[src/hw/rtl/imhpq_pkg.sv]
// Shared types, codes and constants of the indexed min-heap priority queue.
package imhpq_pkg;

    localparam int CAPACITY_DEF = 256;
    localparam int NUM_IDS      = 256;
    localparam logic [8:0] CAP_RESET = 9'd256;

    localparam logic [1:0] OP_QUERY  = 2'd0;
    localparam logic [1:0] OP_INSERT = 2'd1;
    localparam logic [1:0] OP_REMOVE = 2'd2;
    localparam logic [1:0] OP_UPDATE = 2'd3;

    localparam logic [2:0] STS_OK      = 3'd0;
    localparam logic [2:0] STS_FULL    = 3'd1;
    localparam logic [2:0] STS_EMPTY   = 3'd2;
    localparam logic [2:0] STS_ABSENT  = 3'd3;
    localparam logic [2:0] STS_PRESENT = 3'd4;

    typedef struct packed {
        logic [1:0]         opcode;
        logic [7:0]         elem_id;
        logic signed [31:0] new_priority;
    } in_item_t;

    typedef struct packed {
        logic [2:0]         status;
        logic               is_empty;
        logic [7:0]         top_elem;
        logic signed [31:0] top_priority;
        logic               elem_present;
        logic signed [31:0] elem_priority;
    } out_item_t;

    typedef struct packed {
        logic signed [31:0] key;
        logic [7:0]         id;
    } entry_t;

    typedef enum logic [4:0] {
        S_IDLE, S_LOOK, S_POS, S_UP_RD, S_UP_CMP, S_PLACE, S_RM1, S_RM2,
        S_DN_RD, S_DN_L, S_DN_R, S_DN_CMP, S_UPD, S_FIN0, S_FIN1, S_FIN2, S_OUT
    } state_t;

    typedef enum logic [3:0] {
        DP_NOP, DP_LATCH, DP_INS, DP_RM_TOP, DP_RM_LAST, DP_UPD, DP_UP_MOVE,
        DP_DN_LEFT, DP_DN_RIGHT, DP_DN_MOVE, DP_PLACE, DP_FIN1, DP_FIN2, DP_OUT
    } dp_op_t;

    typedef enum logic [2:0] {
        HR_ROOT, HR_PMV, HR_PARENT, HR_LEFT, HR_RIGHT, HR_LAST
    } hr_sel_t;

    typedef struct packed {
        dp_op_t     op;
        logic       rd_en;
        hr_sel_t    rd_sel;
        logic       pm_rd;
        logic       set_status;
        logic [2:0] status_code;
    } dp_cmd_t;

    typedef struct packed {
        logic [1:0] opcode;
        logic       pm_present;
        logic       pm_hit;
        logic       full;
        logic       count_zero;
        logic       count_one;
        logic       slot_root;
        logic       left_out;
        logic       right_in;
        logic       cur_lt_rd;
        logic       child_lt_cur;
        logic       pri_lt_rd;
        logic       pri_gt_rd;
        logic       out_free;
    } dp_stat_t;

endpackage

[src/hw/rtl/imhpq_ctrl.sv]
// Sequencer of the heap operations: issues one datapath command per cycle.
module imhpq_ctrl (
    input  logic               clk,
    input  logic               rst_n,
    input  logic               in_valid,
    output logic               in_stall,
    input  imhpq_pkg::dp_stat_t st,
    output imhpq_pkg::dp_cmd_t  cmd
);

    imhpq_pkg::state_t state_reg;
    imhpq_pkg::state_t state_next;

    always_ff @(posedge clk or negedge rst_n)
    begin
        if (!rst_n)
        begin
            state_reg <= imhpq_pkg::S_IDLE;
        end
        else
        begin
            state_reg <= state_next;
        end
    end

    always_comb
    begin
        state_next      = state_reg;
        cmd.op          = imhpq_pkg::DP_NOP;
        cmd.rd_en       = 1'b0;
        cmd.rd_sel      = imhpq_pkg::HR_ROOT;
        cmd.pm_rd       = 1'b0;
        cmd.set_status  = 1'b0;
        cmd.status_code = imhpq_pkg::STS_OK;
        in_stall        = 1'b1;
        case (state_reg)
            imhpq_pkg::S_IDLE:
            begin
                in_stall = 1'b0;
                if (in_valid)
                begin
                    cmd.op     = imhpq_pkg::DP_LATCH;
                    state_next = imhpq_pkg::S_LOOK;
                end
            end
            imhpq_pkg::S_LOOK:
            begin
                cmd.pm_rd  = 1'b1;
                state_next = imhpq_pkg::S_POS;
            end
            imhpq_pkg::S_POS:
            begin
                state_next = imhpq_pkg::S_FIN0;
                case (st.opcode)
                    imhpq_pkg::OP_INSERT:
                    begin
                        if (st.pm_hit)
                        begin
                            cmd.set_status  = 1'b1;
                            cmd.status_code = imhpq_pkg::STS_PRESENT;
                        end
                        else if (st.full)
                        begin
                            cmd.set_status  = 1'b1;
                            cmd.status_code = imhpq_pkg::STS_FULL;
                        end
                        else
                        begin
                            cmd.op     = imhpq_pkg::DP_INS;
                            state_next = imhpq_pkg::S_UP_RD;
                        end
                    end
                    imhpq_pkg::OP_REMOVE:
                    begin
                        if (st.count_zero)
                        begin
                            cmd.set_status  = 1'b1;
                            cmd.status_code = imhpq_pkg::STS_EMPTY;
                        end
                        else
                        begin
                            cmd.rd_en  = 1'b1;
                            cmd.rd_sel = imhpq_pkg::HR_ROOT;
                            state_next = imhpq_pkg::S_RM1;
                        end
                    end
                    imhpq_pkg::OP_UPDATE:
                    begin
                        if (!st.pm_present)
                        begin
                            cmd.set_status  = 1'b1;
                            cmd.status_code = imhpq_pkg::STS_ABSENT;
                        end
                        else
                        begin
                            cmd.rd_en  = 1'b1;
                            cmd.rd_sel = imhpq_pkg::HR_PMV;
                            state_next = imhpq_pkg::S_UPD;
                        end
                    end
                    default:
                    begin
                        state_next = imhpq_pkg::S_FIN0;
                    end
                endcase
            end
            imhpq_pkg::S_UPD:
            begin
                cmd.op = imhpq_pkg::DP_UPD;
                if (st.pri_lt_rd)
                begin
                    state_next = imhpq_pkg::S_UP_RD;
                end
                else if (st.pri_gt_rd)
                begin
                    state_next = imhpq_pkg::S_DN_RD;
                end
                else
                begin
                    state_next = imhpq_pkg::S_FIN0;
                end
            end
            imhpq_pkg::S_UP_RD:
            begin
                if (st.slot_root)
                begin
                    state_next = imhpq_pkg::S_PLACE;
                end
                else
                begin
                    cmd.rd_en  = 1'b1;
                    cmd.rd_sel = imhpq_pkg::HR_PARENT;
                    state_next = imhpq_pkg::S_UP_CMP;
                end
            end
            imhpq_pkg::S_UP_CMP:
            begin
                if (st.cur_lt_rd)
                begin
                    cmd.op     = imhpq_pkg::DP_UP_MOVE;
                    state_next = imhpq_pkg::S_UP_RD;
                end
                else
                begin
                    state_next = imhpq_pkg::S_PLACE;
                end
            end
            imhpq_pkg::S_PLACE:
            begin
                cmd.op     = imhpq_pkg::DP_PLACE;
                state_next = imhpq_pkg::S_FIN0;
            end
            imhpq_pkg::S_RM1:
            begin
                cmd.op = imhpq_pkg::DP_RM_TOP;
                if (st.count_one)
                begin
                    state_next = imhpq_pkg::S_FIN0;
                end
                else
                begin
                    cmd.rd_en  = 1'b1;
                    cmd.rd_sel = imhpq_pkg::HR_LAST;
                    state_next = imhpq_pkg::S_RM2;
                end
            end
            imhpq_pkg::S_RM2:
            begin
                cmd.op     = imhpq_pkg::DP_RM_LAST;
                state_next = imhpq_pkg::S_DN_RD;
            end
            imhpq_pkg::S_DN_RD:
            begin
                if (st.left_out)
                begin
                    state_next = imhpq_pkg::S_PLACE;
                end
                else
                begin
                    cmd.rd_en  = 1'b1;
                    cmd.rd_sel = imhpq_pkg::HR_LEFT;
                    state_next = imhpq_pkg::S_DN_L;
                end
            end
            imhpq_pkg::S_DN_L:
            begin
                cmd.op = imhpq_pkg::DP_DN_LEFT;
                if (st.right_in)
                begin
                    cmd.rd_en  = 1'b1;
                    cmd.rd_sel = imhpq_pkg::HR_RIGHT;
                    state_next = imhpq_pkg::S_DN_R;
                end
                else
                begin
                    state_next = imhpq_pkg::S_DN_CMP;
                end
            end
            imhpq_pkg::S_DN_R:
            begin
                cmd.op     = imhpq_pkg::DP_DN_RIGHT;
                state_next = imhpq_pkg::S_DN_CMP;
            end
            imhpq_pkg::S_DN_CMP:
            begin
                if (st.child_lt_cur)
                begin
                    cmd.op     = imhpq_pkg::DP_DN_MOVE;
                    state_next = imhpq_pkg::S_DN_RD;
                end
                else
                begin
                    state_next = imhpq_pkg::S_PLACE;
                end
            end
            imhpq_pkg::S_FIN0:
            begin
                cmd.pm_rd  = 1'b1;
                cmd.rd_en  = 1'b1;
                cmd.rd_sel = imhpq_pkg::HR_ROOT;
                state_next = imhpq_pkg::S_FIN1;
            end
            imhpq_pkg::S_FIN1:
            begin
                cmd.op     = imhpq_pkg::DP_FIN1;
                cmd.rd_en  = 1'b1;
                cmd.rd_sel = imhpq_pkg::HR_PMV;
                state_next = imhpq_pkg::S_FIN2;
            end
            imhpq_pkg::S_FIN2:
            begin
                cmd.op     = imhpq_pkg::DP_FIN2;
                state_next = imhpq_pkg::S_OUT;
            end
            imhpq_pkg::S_OUT:
            begin
                if (st.out_free)
                begin
                    cmd.op     = imhpq_pkg::DP_OUT;
                    state_next = imhpq_pkg::S_IDLE;
                end
            end
            default:
            begin
                state_next = imhpq_pkg::S_IDLE;
            end
        endcase
    end

endmodule

[config.mk]
export PLATFORM = sky130hd
export DESIGN_NAME = imhpq_ctrl
export DESIGN_NICKNAME = d
export VERILOG_FILES = /design/src/hw/rtl/imhpq_pkg.sv /design/src/hw/rtl/imhpq_ctrl.sv
export SDC_FILE = /design/constraint.sdc
export NUM_CORES = 1
export LEC_CHECK = 0
export BUFFER_PORTS_ARGS = -buffer_cell sky130_fd_sc_hd__buf_2
export CORE_MARGIN = 2
export CORE_UTILIZATION = 48
export DETAILED_ROUTE_END_ITERATION = 10
export PLACE_DENSITY = 0.78
export SETUP_SLACK_MARGIN = 0.5
export SLEW_MARGIN = 20
export SYNTH_ARGS = -nofsm -noshare
export SYNTH_HDL_FRONTEND = slang
export SYNTH_SLANG_ARGS = --single-unit
[constraint.sdc]
create_clock -name clk -period 2 [get_ports clk]
set_input_delay 0.2 -clock clk [delete_from_list [all_inputs] [get_ports clk]]
set_output_delay 0.2 -clock clk [all_outputs]
set_load 0.05 [all_outputs]
==> flow_summary_export.csv, run 1 <==
group,metric,value,unit
yosys,synth.distinct_cells,43,
yosys,netlist_instances,132,
cts,cts_setup_buffers,10,
floorplanning,row_count,15,
floorplanning,die_x,46.9,µm
floorplanning,initial_core_util,0.512,
cts,cts_resized,70,
cts,cts_root_buffer,"clkbuf_4",
cts,htreeDepth,1,
yosys,ys_ff_latch,5,
floorplanning,die_height,46.9,µm
yosys,syn-num-nets,150,
place,post-dp-hpwl,2.37,mm
status,toolErrorMsg,"[ERROR DPL-0038] Utilization greater than 100%, impossible to legalize",
status,stop_stage,"clock tree synthesis (4_1_cts)",
yosys,synth_ff_type,"dfrtp_1",
cts,postCtsHoldBufs,1,
yosys,ys_top_cells_by_count,"nor2_1, nand2_1, a21oi_1",
cts,cts_made_buffers,3,
yosys,ys_async_sr_fraction,1.00,
status,outcome,"did not finish",
yosys,synth_area,883,µm²
yosys,yosysTopAreaCell,"dfrtp_1",
yosys,ys_seq_area_frac,0.142,
place,routabilityCongestion,0.876,
place,port_buffers,31,
yosys,yosysTopAreaCellShare,0.142,
yosys,avgSynthCellArea,6.69,µm²
yosys,synth_edf_count,0,
cts,cts_sinks,5,
floorplanning,ios,32,
yosys,ys.warnings.count,0,
yosys,yosys-top-cells-area,"dfrtp_1, nor2_1, nor2b_1",
yosys,synth.most_common_cell,"nor2_1",
cts,clockBufferDepth,2,
-- stage by stage --
stage	hold WS, ns	utilization	worst slack, ns	cell area [µm²]	std cells
3_3_place_gp	0.0161	0.782	0.161	1350	185
3_5_place_dp	0.0254	0.782	0.117	1350	185
2_1_floorplan	-0.0956	-	0.321	1160	132
-- kinds of logic after synthesis --
group | share of synthesized area
buffers and inverters | 0.0977
AOI/OAI and AO/OA | 0.348
xor gates and xnor gates | 0.00992
DFF | 0.142
and+or+nand+nor | 0.402
==> run 2, diff against run 1 <==
CORE_AREA = 2 2 63 65   (was not set)
CORE_MARGIN = not set   (was 2)
CORE_UTILIZATION = not set   (was 48)
DIE_AREA = 0 0 65 67   (was not set)
PLACE_DENSITY = not set   (was 0.78)
PLACE_DENSITY_LB_ADDON = 0.15   (was not set)
SETUP_SLACK_MARGIN = not set   (was 0.5)
==> flow_summary_export.csv, run 2 <==
group,metric,value,unit
yosys,synth_edf_count,0,
timing,finClkSkew,0.000682,ns
pwr,seqPwrFrac,0.096,
yosys,avgSynthCellArea,6.69,µm²
detailed_routing,drtAntennaViolNets,0,
setup_path,endpoint_kind,"output pin",
pwr,total_power,2.62,mW
detailed_routing,wl_per_cell,15.1,µm
setup_path,cp.arrival,1.75,ns
timing,fmax,514,MHz
yosys,synth_area,883,µm²
setup_path,reg2reg_depth,5,
timing,slew_headroom,0.703,
setup_path,path_max_fanout,12,
cts,tritoncts,"yes",
timing,timing.final.hold_violations,0,
layout,area_growth,57.6,%
pwr,cellInternalPower,1.21,mW
layout,final_common_cell,"buf_2",
timing,rsz0062_at_grt,"yes",
cts,cts_root_buffer,"clkbuf_8",
yosys,ys.warnings.count,0,
place,post-dp-hpwl,2.47,mm
yosys,synth_ff_type,"dfrtp_1",
setup_path,required,1.80,ns
global_routing,grt_pass1_wl,4.98,mm
floorplanning,row_count,22,
detailed_routing,vias_per_cell,5.36,
floorplanning,core,3610,µm²
setup_path,r2r-end,"state_reg[2]$_DFFE_PN0P_",
status,outcome,"completed",
pwr,p_sw,1.41,mW
setup_path,r2r_start,"state_reg[0]$_DFFE_PN0P_",
detailed_routing,drtIter0Drc,45,
yosys,yosysTopAreaCellShare,0.142,
layout,final_nets,193,
floorplanning,initial_core_util,0.245,
timing,setup_slack,0.0542,ns
detailed_routing,first_pass_iters,4,
pwr,power.density,1880,nW/µm²
timing,worstMarginPinSlew,0.439,ns
setup_path,r2r_slack,0.26,ns
job,cap_violations,0,
layout,final_cell_mix,"buf_2, buf_4, nand2_1",
worst_hold_path,hold-path-cell-count,2,
detailed_routing,drc,0,
cts,clockBufferDepth,2,
global_routing,grt_pass1_vias,971,
timing,tns,0,ns
floorplanning,ios,32,
floorplanning,die_height,67,µm
pwr,swShare,0.538,
place,place_ws,0.160,ns
floorplanning,fp.dieArea,4360,µm²
global_routing,grt-ovfl-total,0,
place,port_buffers,31,
timing,min_period,1.95,ns
yosys,synth.most_common_cell,"nor2_1",
pwr,clkPwrFrac,0.071,
cts,cts_made_buffers,3,
yosys,synth.distinct_cells,43,
setup_path,critPathKind,"reg -> out",
detailed_routing,drt-total-wl,3.35,mm
yosys,yosys-top-cells-area,"dfrtp_1, nor2_1, nor2b_1",
pwr,p_leak,0.603,nW
layout,final_area,1390,µm²
yosys,ys_ff_latch,5,
layout,fin_cells,222,
floorplanning,die_x,65,µm
layout,largest_reg_flops,5,
timing,min_period_over_period,0.973,
worst_hold_path,whs_endpoint,"state_reg[4]$_DFFE_PN0P_",
cts,htreeDepth,1,
worst_hold_path,min_from,"st[0]",
cts,cts_sinks,5,
worst_hold_path,hp-class,"in -> reg",
yosys,syn-num-nets,150,
yosys,ys_async_sr_fraction,1.00,
timing,final_max_slew_viol_count,0,
yosys,yosysTopAreaCell,"dfrtp_1",
cts,clkTransAtPathRegs,0.04,ns
global_routing,antenna_found_initial,0,
detailed_routing,vias,1189,
layout,diodes,0,
layout,drive_above_1_share,0.448,
global_routing,grt_usage,0.152,
timing,holdWs,0.216,ns
cts,worstSkewPairLatency,0.22,ns
yosys,ys_top_cells_by_count,"nor2_1, nand2_1, a21oi_1",
pwr,vdd_ir_drop_max,0.961,mV
setup_path,crit_path_start_kind,"flip-flop",
pwr,pwr-share-comb,0.833,
yosys,netlist_instances,132,
layout,finish.utilization,0.386,
place,dp.cells,209,
global_routing,grt_max_degree,18,
timing,final-setup-viol-count,0,
place,placed_area,1160,µm²
yosys,ys_seq_area_frac,0.142,
place,routabilityCongestion,0.895,
run 2: cell counts after synthesis:
Identical to the previous run, type by type.
run 2: kinds of logic after synthesis:
kind of cell	count (synthesis)	synth area share
xor gates and xnor gates	1	0.00992
AOI/OAI and AO/OA	44	0.348
DFF	5	0.142
and+or+nand+nor	63	0.402
buffers and inverters	19	0.0977
run 2: power by group through the flow:
stage                     sequential, mW  clock, mW  combinational (mW)
final                              0.250      0.186                2.18
after CTS                          0.237      0.189                1.92
after global placement             0.229          0                1.84
after floorplan                    0.170          0                1.40
after global routing               0.258      0.200                2.32
after detailed placement           0.230          0                1.81
run 2: worst max-delay path, cell delays in order (launching register included):
cell and delay (ns):
dfrtp_2 0.45, buf_6 0.18, nor4_4 0.30, and3_4 0.22, a31oi_1 0.06, o21ai_1 0.13
buf_6 0.18
run 2: timing repair:
action,in CTS,in global routing
pin swaps,0,6
hold buffers,1,0
endpoints found under the hold margin,5,0
buffers inserted,0,8
resized for setup,14,21
endpoints found under the setup margin,7,10
run 2: routing by layer:
layer / global-route usage / share of wire / up-vias
met5: 0 / 0 / -
met3: 0.0304 / 0.054 / 4
met2: 0.219 / 0.47 / 45
li1: - / - / 574
met4: 0.0665 / 0.017 / 0
met1: 0.214 / 0.46 / 566
run 2: layout make-up:
type	count	area, µm²
multi-input cells	108	759
inverters	7	26.3
well taps	48	60.1
flip-flops and latches	5	130
clock buffers	4	45.0
fillers	386	2210
repair buffers	50	372
run 2: how the worst max path moves through the flow:
stage                              from  endpoint  slack [ns]
4_1_cts        state_reg[3]$_DFFE_PN0P_    cmd[8]       0.003
3_5_place_dp   state_reg[3]$_DFFE_PN0P_   cmd[12]        0.16
6_report       state_reg[3]$_DFFE_PN0P_   cmd[12]        0.05
5_1_grt        state_reg[1]$_DFFE_PN0P_    cmd[5]       -0.01
3_3_place_gp   state_reg[3]$_DFFE_PN0P_   cmd[11]        0.16
2_1_floorplan  state_reg[4]$_DFFE_PN0P_    cmd[5]      -0.005
Note: power is estimated with default switching activity, not from simulation.
==> run 3, diff against run 2 <==
BUFFER_PORTS_ARGS = not set   (was -buffer_cell sky130_fd_sc_hd__buf_2)
DONT_BUFFER_PORTS = 1   (was not set)
clock period = 1.7 ns   (was 2 ns; I/O delays follow)
==> flow_summary_export.csv, run 3 (same netlist as run 2, synthesis figures left out) <==
group,metric,value,unit
setup_path,crit_path_cell_trace,"or4_4 -> nor2_4 -> buf_6 -> nor2_4 -> o21ai_4 -> buf_12",
timing,rsz0062_at_grt,"yes",
timing,final-setup-viol-count,12,
layout,final_nets,201,
timing,setup_slack,-0.249,ns
layout,fin_cells,230,
floorplanning,row_count,22,
job,cap_violations,0,
global_routing,grt_usage,0.180,
floorplanning,die_x,65,µm
worst_hold_path,min_from,"st[0]",
floorplanning,die_height,67,µm
pwr,p_leak,0.753,nW
place,port_buffers,0,
setup_path,r2r-end,"state_reg[2]$_DFFE_PN0P_",
setup_path,worst_path_max_delay_cell,"or4_4",
layout,final_common_cell,"buf_4",
cts,clockBufferDepth,2,
layout,largest_reg_flops,5,
setup_path,r2r_slack,0.02,ns
detailed_routing,vias,1234,
detailed_routing,wl_per_cell,17.1,µm
timing,holdWs,0.0675,ns
place,dp.cells,209,
setup_path,reg2reg_depth,5,
layout,drive_above_1_share,0.604,
global_routing,antenna_found_initial,0,
pwr,vdd_ir_drop_max,1.46,mV
layout,finish.utilization,0.520,
setup_path,crit_path_frequent_cell,"nor2_4",
detailed_routing,drtIter0Drc,47,
place,routabilityCongestion,0.908,
cts,tritoncts,"yes",
setup_path,cp_slowest_stage_delay,0.58,ns
global_routing,grt_pass1_wl,6.02,mm
floorplanning,initial_core_util,0.245,
setup_path,cp.arrival,1.78,ns
place,placed_area,1390,µm²
pwr,pwr-share-comb,0.874,
worst_hold_path,whs_endpoint,"state_reg[4]$_DFFE_PN0P_",
detailed_routing,vias_per_cell,5.37,
setup_path,required,1.53,ns
global_routing,grt_pass1_vias,1247,
floorplanning,core,3610,µm²
cts,cts_root_buffer,"clkbuf_8",
global_routing,grt-ovfl-total,0,
layout,final_cell_mix,"buf_4, buf_12, nand2_1, buf_6",
timing,slew_headroom,0.758,
detailed_routing,drc,0,
detailed_routing,drtAntennaViolNets,0,
cts,clkTransAtPathRegs,0.03,ns
pwr,swShare,0.489,
floorplanning,fp.dieArea,4360,µm²
timing,finClkSkew,0.00356,ns
pwr,cellInternalPower,2.15,mW
setup_path,endpoint_kind,"output pin",
cts,htreeDepth,1,
pwr,p_sw,2.06,mW
pwr,power.density,2240,nW/µm²
cts,worstSkewPairLatency,0.23,ns
layout,area_growth,112,%
timing,tns,-1.74,ns
timing,timing.final.hold_violations,0,
setup_path,r2r_start,"state_reg[0]$_DFFE_PN0P_",
pwr,clkPwrFrac,0.054,
worst_hold_path,hp-class,"in -> reg",
place,place_ws,-0.0691,ns
layout,diodes,0,
detailed_routing,first_pass_iters,4,
detailed_routing,drt-total-wl,3.92,mm
timing,min_period_over_period,1.15,
pwr,total_power,4.20,mW
timing,fmax,513,MHz
timing,worstMarginPinSlew,0.357,ns
floorplanning,ios,32,
status,violations,"negative setup slack",
status,outcome,"finished with violations",
timing,final_max_slew_viol_count,0,
layout,final_area,1880,µm²
timing,min_period,1.95,ns
pwr,seqPwrFrac,0.072,
setup_path,path_max_fanout,3,
place,post-dp-hpwl,2.66,mm
worst_hold_path,hold-path-cell-count,1,
setup_path,critPathKind,"reg -> out",
setup_path,crit_path_start_kind,"flip-flop",
cts,cts_made_buffers,3,
global_routing,grt_max_degree,14,
cts,cts_sinks,5,
==> run 3: repair_timing <==
item / CTS / global route
endpoints found under the hold margin: 5 / 0
setup buffers: 8 / 8
gates resized for setup: 31 / 39
pin swaps: 11 / 11
hold buffers: 1 / 0
endpoints found under the setup margin: 15 / 16
==> run 3: cell type report <==
cell class / instances / area [µm²]
inverters: 7 / 28.8
clock buffers: 4 / 45.0
well taps: 48 / 60.1
flip-flops and latches: 5 / 130
multi-input cells: 108 / 985
fillers: 334 / 1730
repair buffers: 58 / 628
==> run 3: worst max-delay path by stage <==
stage / to / depth (start not counted) / from / slack, ns
floorplan: cmd[4] / 3 / state_reg[4]$_DFFE_PN0P_ / -0.22
global placement: cmd[9] / 4 / state_reg[2]$_DFFE_PN0P_ / -0.12
detailed placement: cmd[9] / 4 / state_reg[2]$_DFFE_PN0P_ / -0.07
CTS: cmd[11] / 7 / state_reg[2]$_DFFE_PN0P_ / -0.19
global route: cmd[5] / 6 / state_reg[4]$_DFFE_PN0P_ / -0.28
finish: cmd[5] / 6 / state_reg[4]$_DFFE_PN0P_ / -0.25
==> run 3: worst max-delay path, delay by kind of cell, from the launching register on <==
kind,cells,cell delay (ns)
AND/OR/NAND/NOR,3,0.77
buffers and inverters,2,0.28
flip-flops,1,0.44
AO/OA/AOI/OAI,1,0.07
==> run 3: power by group through the flow <==
| stage | Clock (mW) | Sequential (mW) | Combinational (mW) |
|---|---|---|---|
| 2_1_floorplan | 0 | 0.201 | 1.72 |
| 6_report | 0.225 | 0.303 | 3.68 |
| 3_5_place_dp | 0 | 0.299 | 2.71 |
| 4_1_cts | 0.226 | 0.276 | 3.10 |
| 3_3_place_gp | 0 | 0.303 | 2.72 |
| 5_1_grt | 0.239 | 0.316 | 3.87 |
==> run 3: layer usage <==
metal	track usage	wire, µm
met1	0.223	1580
met2	0.309	2010
met3	0.0338	241
met4	0.0612	91
met5	0	0
==> run 4, diff against run 3 <==
CTS_BUF_LIST = sky130_fd_sc_hd__clkbuf_4 sky130_fd_sc_hd__clkbuf_8   (was not set)
==> flow_summary_export.csv, run 4 (same netlist as run 2, synthesis figures left out) <==
group,metric,value,unit
place,routabilityCongestion,0.908,
worst_hold_path,hp-class,"in -> reg",
pwr,p_leak,0.757,nW
global_routing,grt_usage,0.180,
floorplanning,fp.dieArea,4360,µm²
detailed_routing,drc,0,
status,outcome,"finished with violations",
floorplanning,core,3610,µm²
detailed_routing,vias_per_cell,5.33,
layout,finish.utilization,0.522,
timing,final-setup-viol-count,12,
cts,tritoncts,"yes",
layout,drive_above_1_share,0.610,
timing,worstMarginPinSlew,0.358,ns
cts,cts_made_buffers,3,
worst_hold_path,hold-path-cell-count,1,
cts,cts_root_buffer,"clkbuf_8",
layout,final_cell_mix,"buf_4, buf_12, nand2_1, buf_6",
pwr,power.density,2250,nW/µm²
detailed_routing,drtAntennaViolNets,0,
detailed_routing,vias,1227,
timing,fmax,516,MHz
setup_path,required,1.53,ns
floorplanning,initial_core_util,0.245,
detailed_routing,first_pass_iters,4,
job,cap_violations,0,
timing,setup_slack,-0.237,ns
place,place_ws,-0.0691,ns
floorplanning,die_height,67,µm
layout,multiInputGateArea,985,µm²
detailed_routing,drt-total-wl,3.95,mm
layout,final_common_cell,"buf_4",
global_routing,grt_pass1_vias,1247,
cts,worstSkewPairLatency,0.22,ns
setup_path,path_max_fanout,3,
timing,min_period,1.94,ns
global_routing,grt_max_degree,14,
pwr,vdd_ir_drop_max,1.46,mV
detailed_routing,drtIter0Drc,67,
place,port_buffers,0,
floorplanning,row_count,22,
cts,clockBufferDepth,2,
status,violations,"negative setup slack",
timing,min_period_over_period,1.14,
layout,largest_reg_flops,5,
setup_path,cp.arrival,1.77,ns
timing,final_max_slew_viol_count,0,
timing,finClkSkew,0.00109,ns
cts,cts_sinks,5,
cts,htreeDepth,1,
detailed_routing,wl_per_cell,17.2,µm
layout,diodes,0,
place,post-dp-hpwl,2.66,mm
setup_path,crit_path_start_kind,"flip-flop",
setup_path,endpoint_kind,"output pin",
floorplanning,ios,32,
cts,clkTransAtPathRegs,0.03,ns
layout,area_growth,113,%
floorplanning,die_x,65,µm
timing,rsz0062_at_grt,"yes",
timing,slew_headroom,0.758,
setup_path,critPathKind,"reg -> out",
layout,final_nets,201,
layout,nFillCells,333,
global_routing,grt_pass1_wl,6.02,mm
timing,timing.final.hold_violations,0,
global_routing,grt-ovfl-total,0,
setup_path,reg2reg_depth,5,
global_routing,antenna_found_initial,0,
layout,ff_latch_area,130,µm²
[run 4: cell types whose count changed in the layout (fill, tap and decap cells not counted)]
cell,before,now
clkbuf_1,1,0
clkbuf_4,0,1
[run 4: worst max-delay path, cell delays in order, from the launching register on]
cell and delay (ns):
dfrtp_1 0.43, or4_4 0.57, nor2_4 0.15, buf_6 0.13, nor2_4 0.03, o21ai_4 0.07, buf_12 0.15
[run 4: through the flow]
stage / total power, mW / cells / setup TNS (ns) / instance area [µm²] / hold WS (ns)
6_report: 4.23 / 230 / -1.71 / 1880 / 0.0595
5_1_grt: 4.46 / 230 / -2.46 / 1880 / 0.0713
4_1_cts: 3.62 / 222 / -2.12 / 1630 / 0.0595
3_5_place_dp: 3.01 / 209 / -0.322 / 1390 / -0.125
3_3_place_gp: 3.02 / 209 / -0.368 / 1390 / -0.125
2_1_floorplan: 1.92 / 132 / -0.866 / 961 / -0.126
[run 4: final cells by class]
cell class,instances,area share
Multi-Input combinational cell,108,0.524
Timing Repair Buffer,58,0.334
Sequential cell,5,0.0692
Tap cell,48,0.0319
Clock buffer,4,0.0259
Inverter,7,0.0153
[run 4: power breakdown]
part | total [mW] | switching, mW | internal (mW) | leakage [nW]
logic | 3.69 | 1.89 | 1.80 | 0.673
registers | 0.304 | 0.117 | 0.187 | 0.0573
clock network | 0.241 | 0.0634 | 0.177 | 0.0262
total | 4.23 | 2.07 | 2.16 | 0.757
[run 4: final timing paths]
check                                    startpoint                  endpoint  slack, ns
min in group asynchronous                     rst_n  state_reg[1]$_DFFE_PN0P_       0.24
min                                           st[0]  state_reg[4]$_DFFE_PN0P_       0.06
max                        state_reg[4]$_DFFE_PN0P_                    cmd[5]      -0.24
max reg2reg                state_reg[1]$_DFFE_PN0P_  state_reg[2]$_DFFE_PN0P_          0
min reg2reg                state_reg[4]$_DFFE_PN0P_  state_reg[4]$_DFFE_PN0P_       0.76
max in group asynchronous                     rst_n  state_reg[3]$_DFFE_PN0P_       1.25
[run 4: per-layer routing]
metal,wire (µm),global-route usage
met1,1500,0.223
met2,2020,0.309
met3,330,0.0338
met4,104,0.0612
met5,0,0
[run 4: repair_timing]
item                                    CTS  global route
pin swaps                                11            11
hold buffers                              1             0
endpoints found under the setup margin   15            16
gates resized for setup                  31            39
endpoints found under the hold margin     5             0
buffers inserted                          8             8
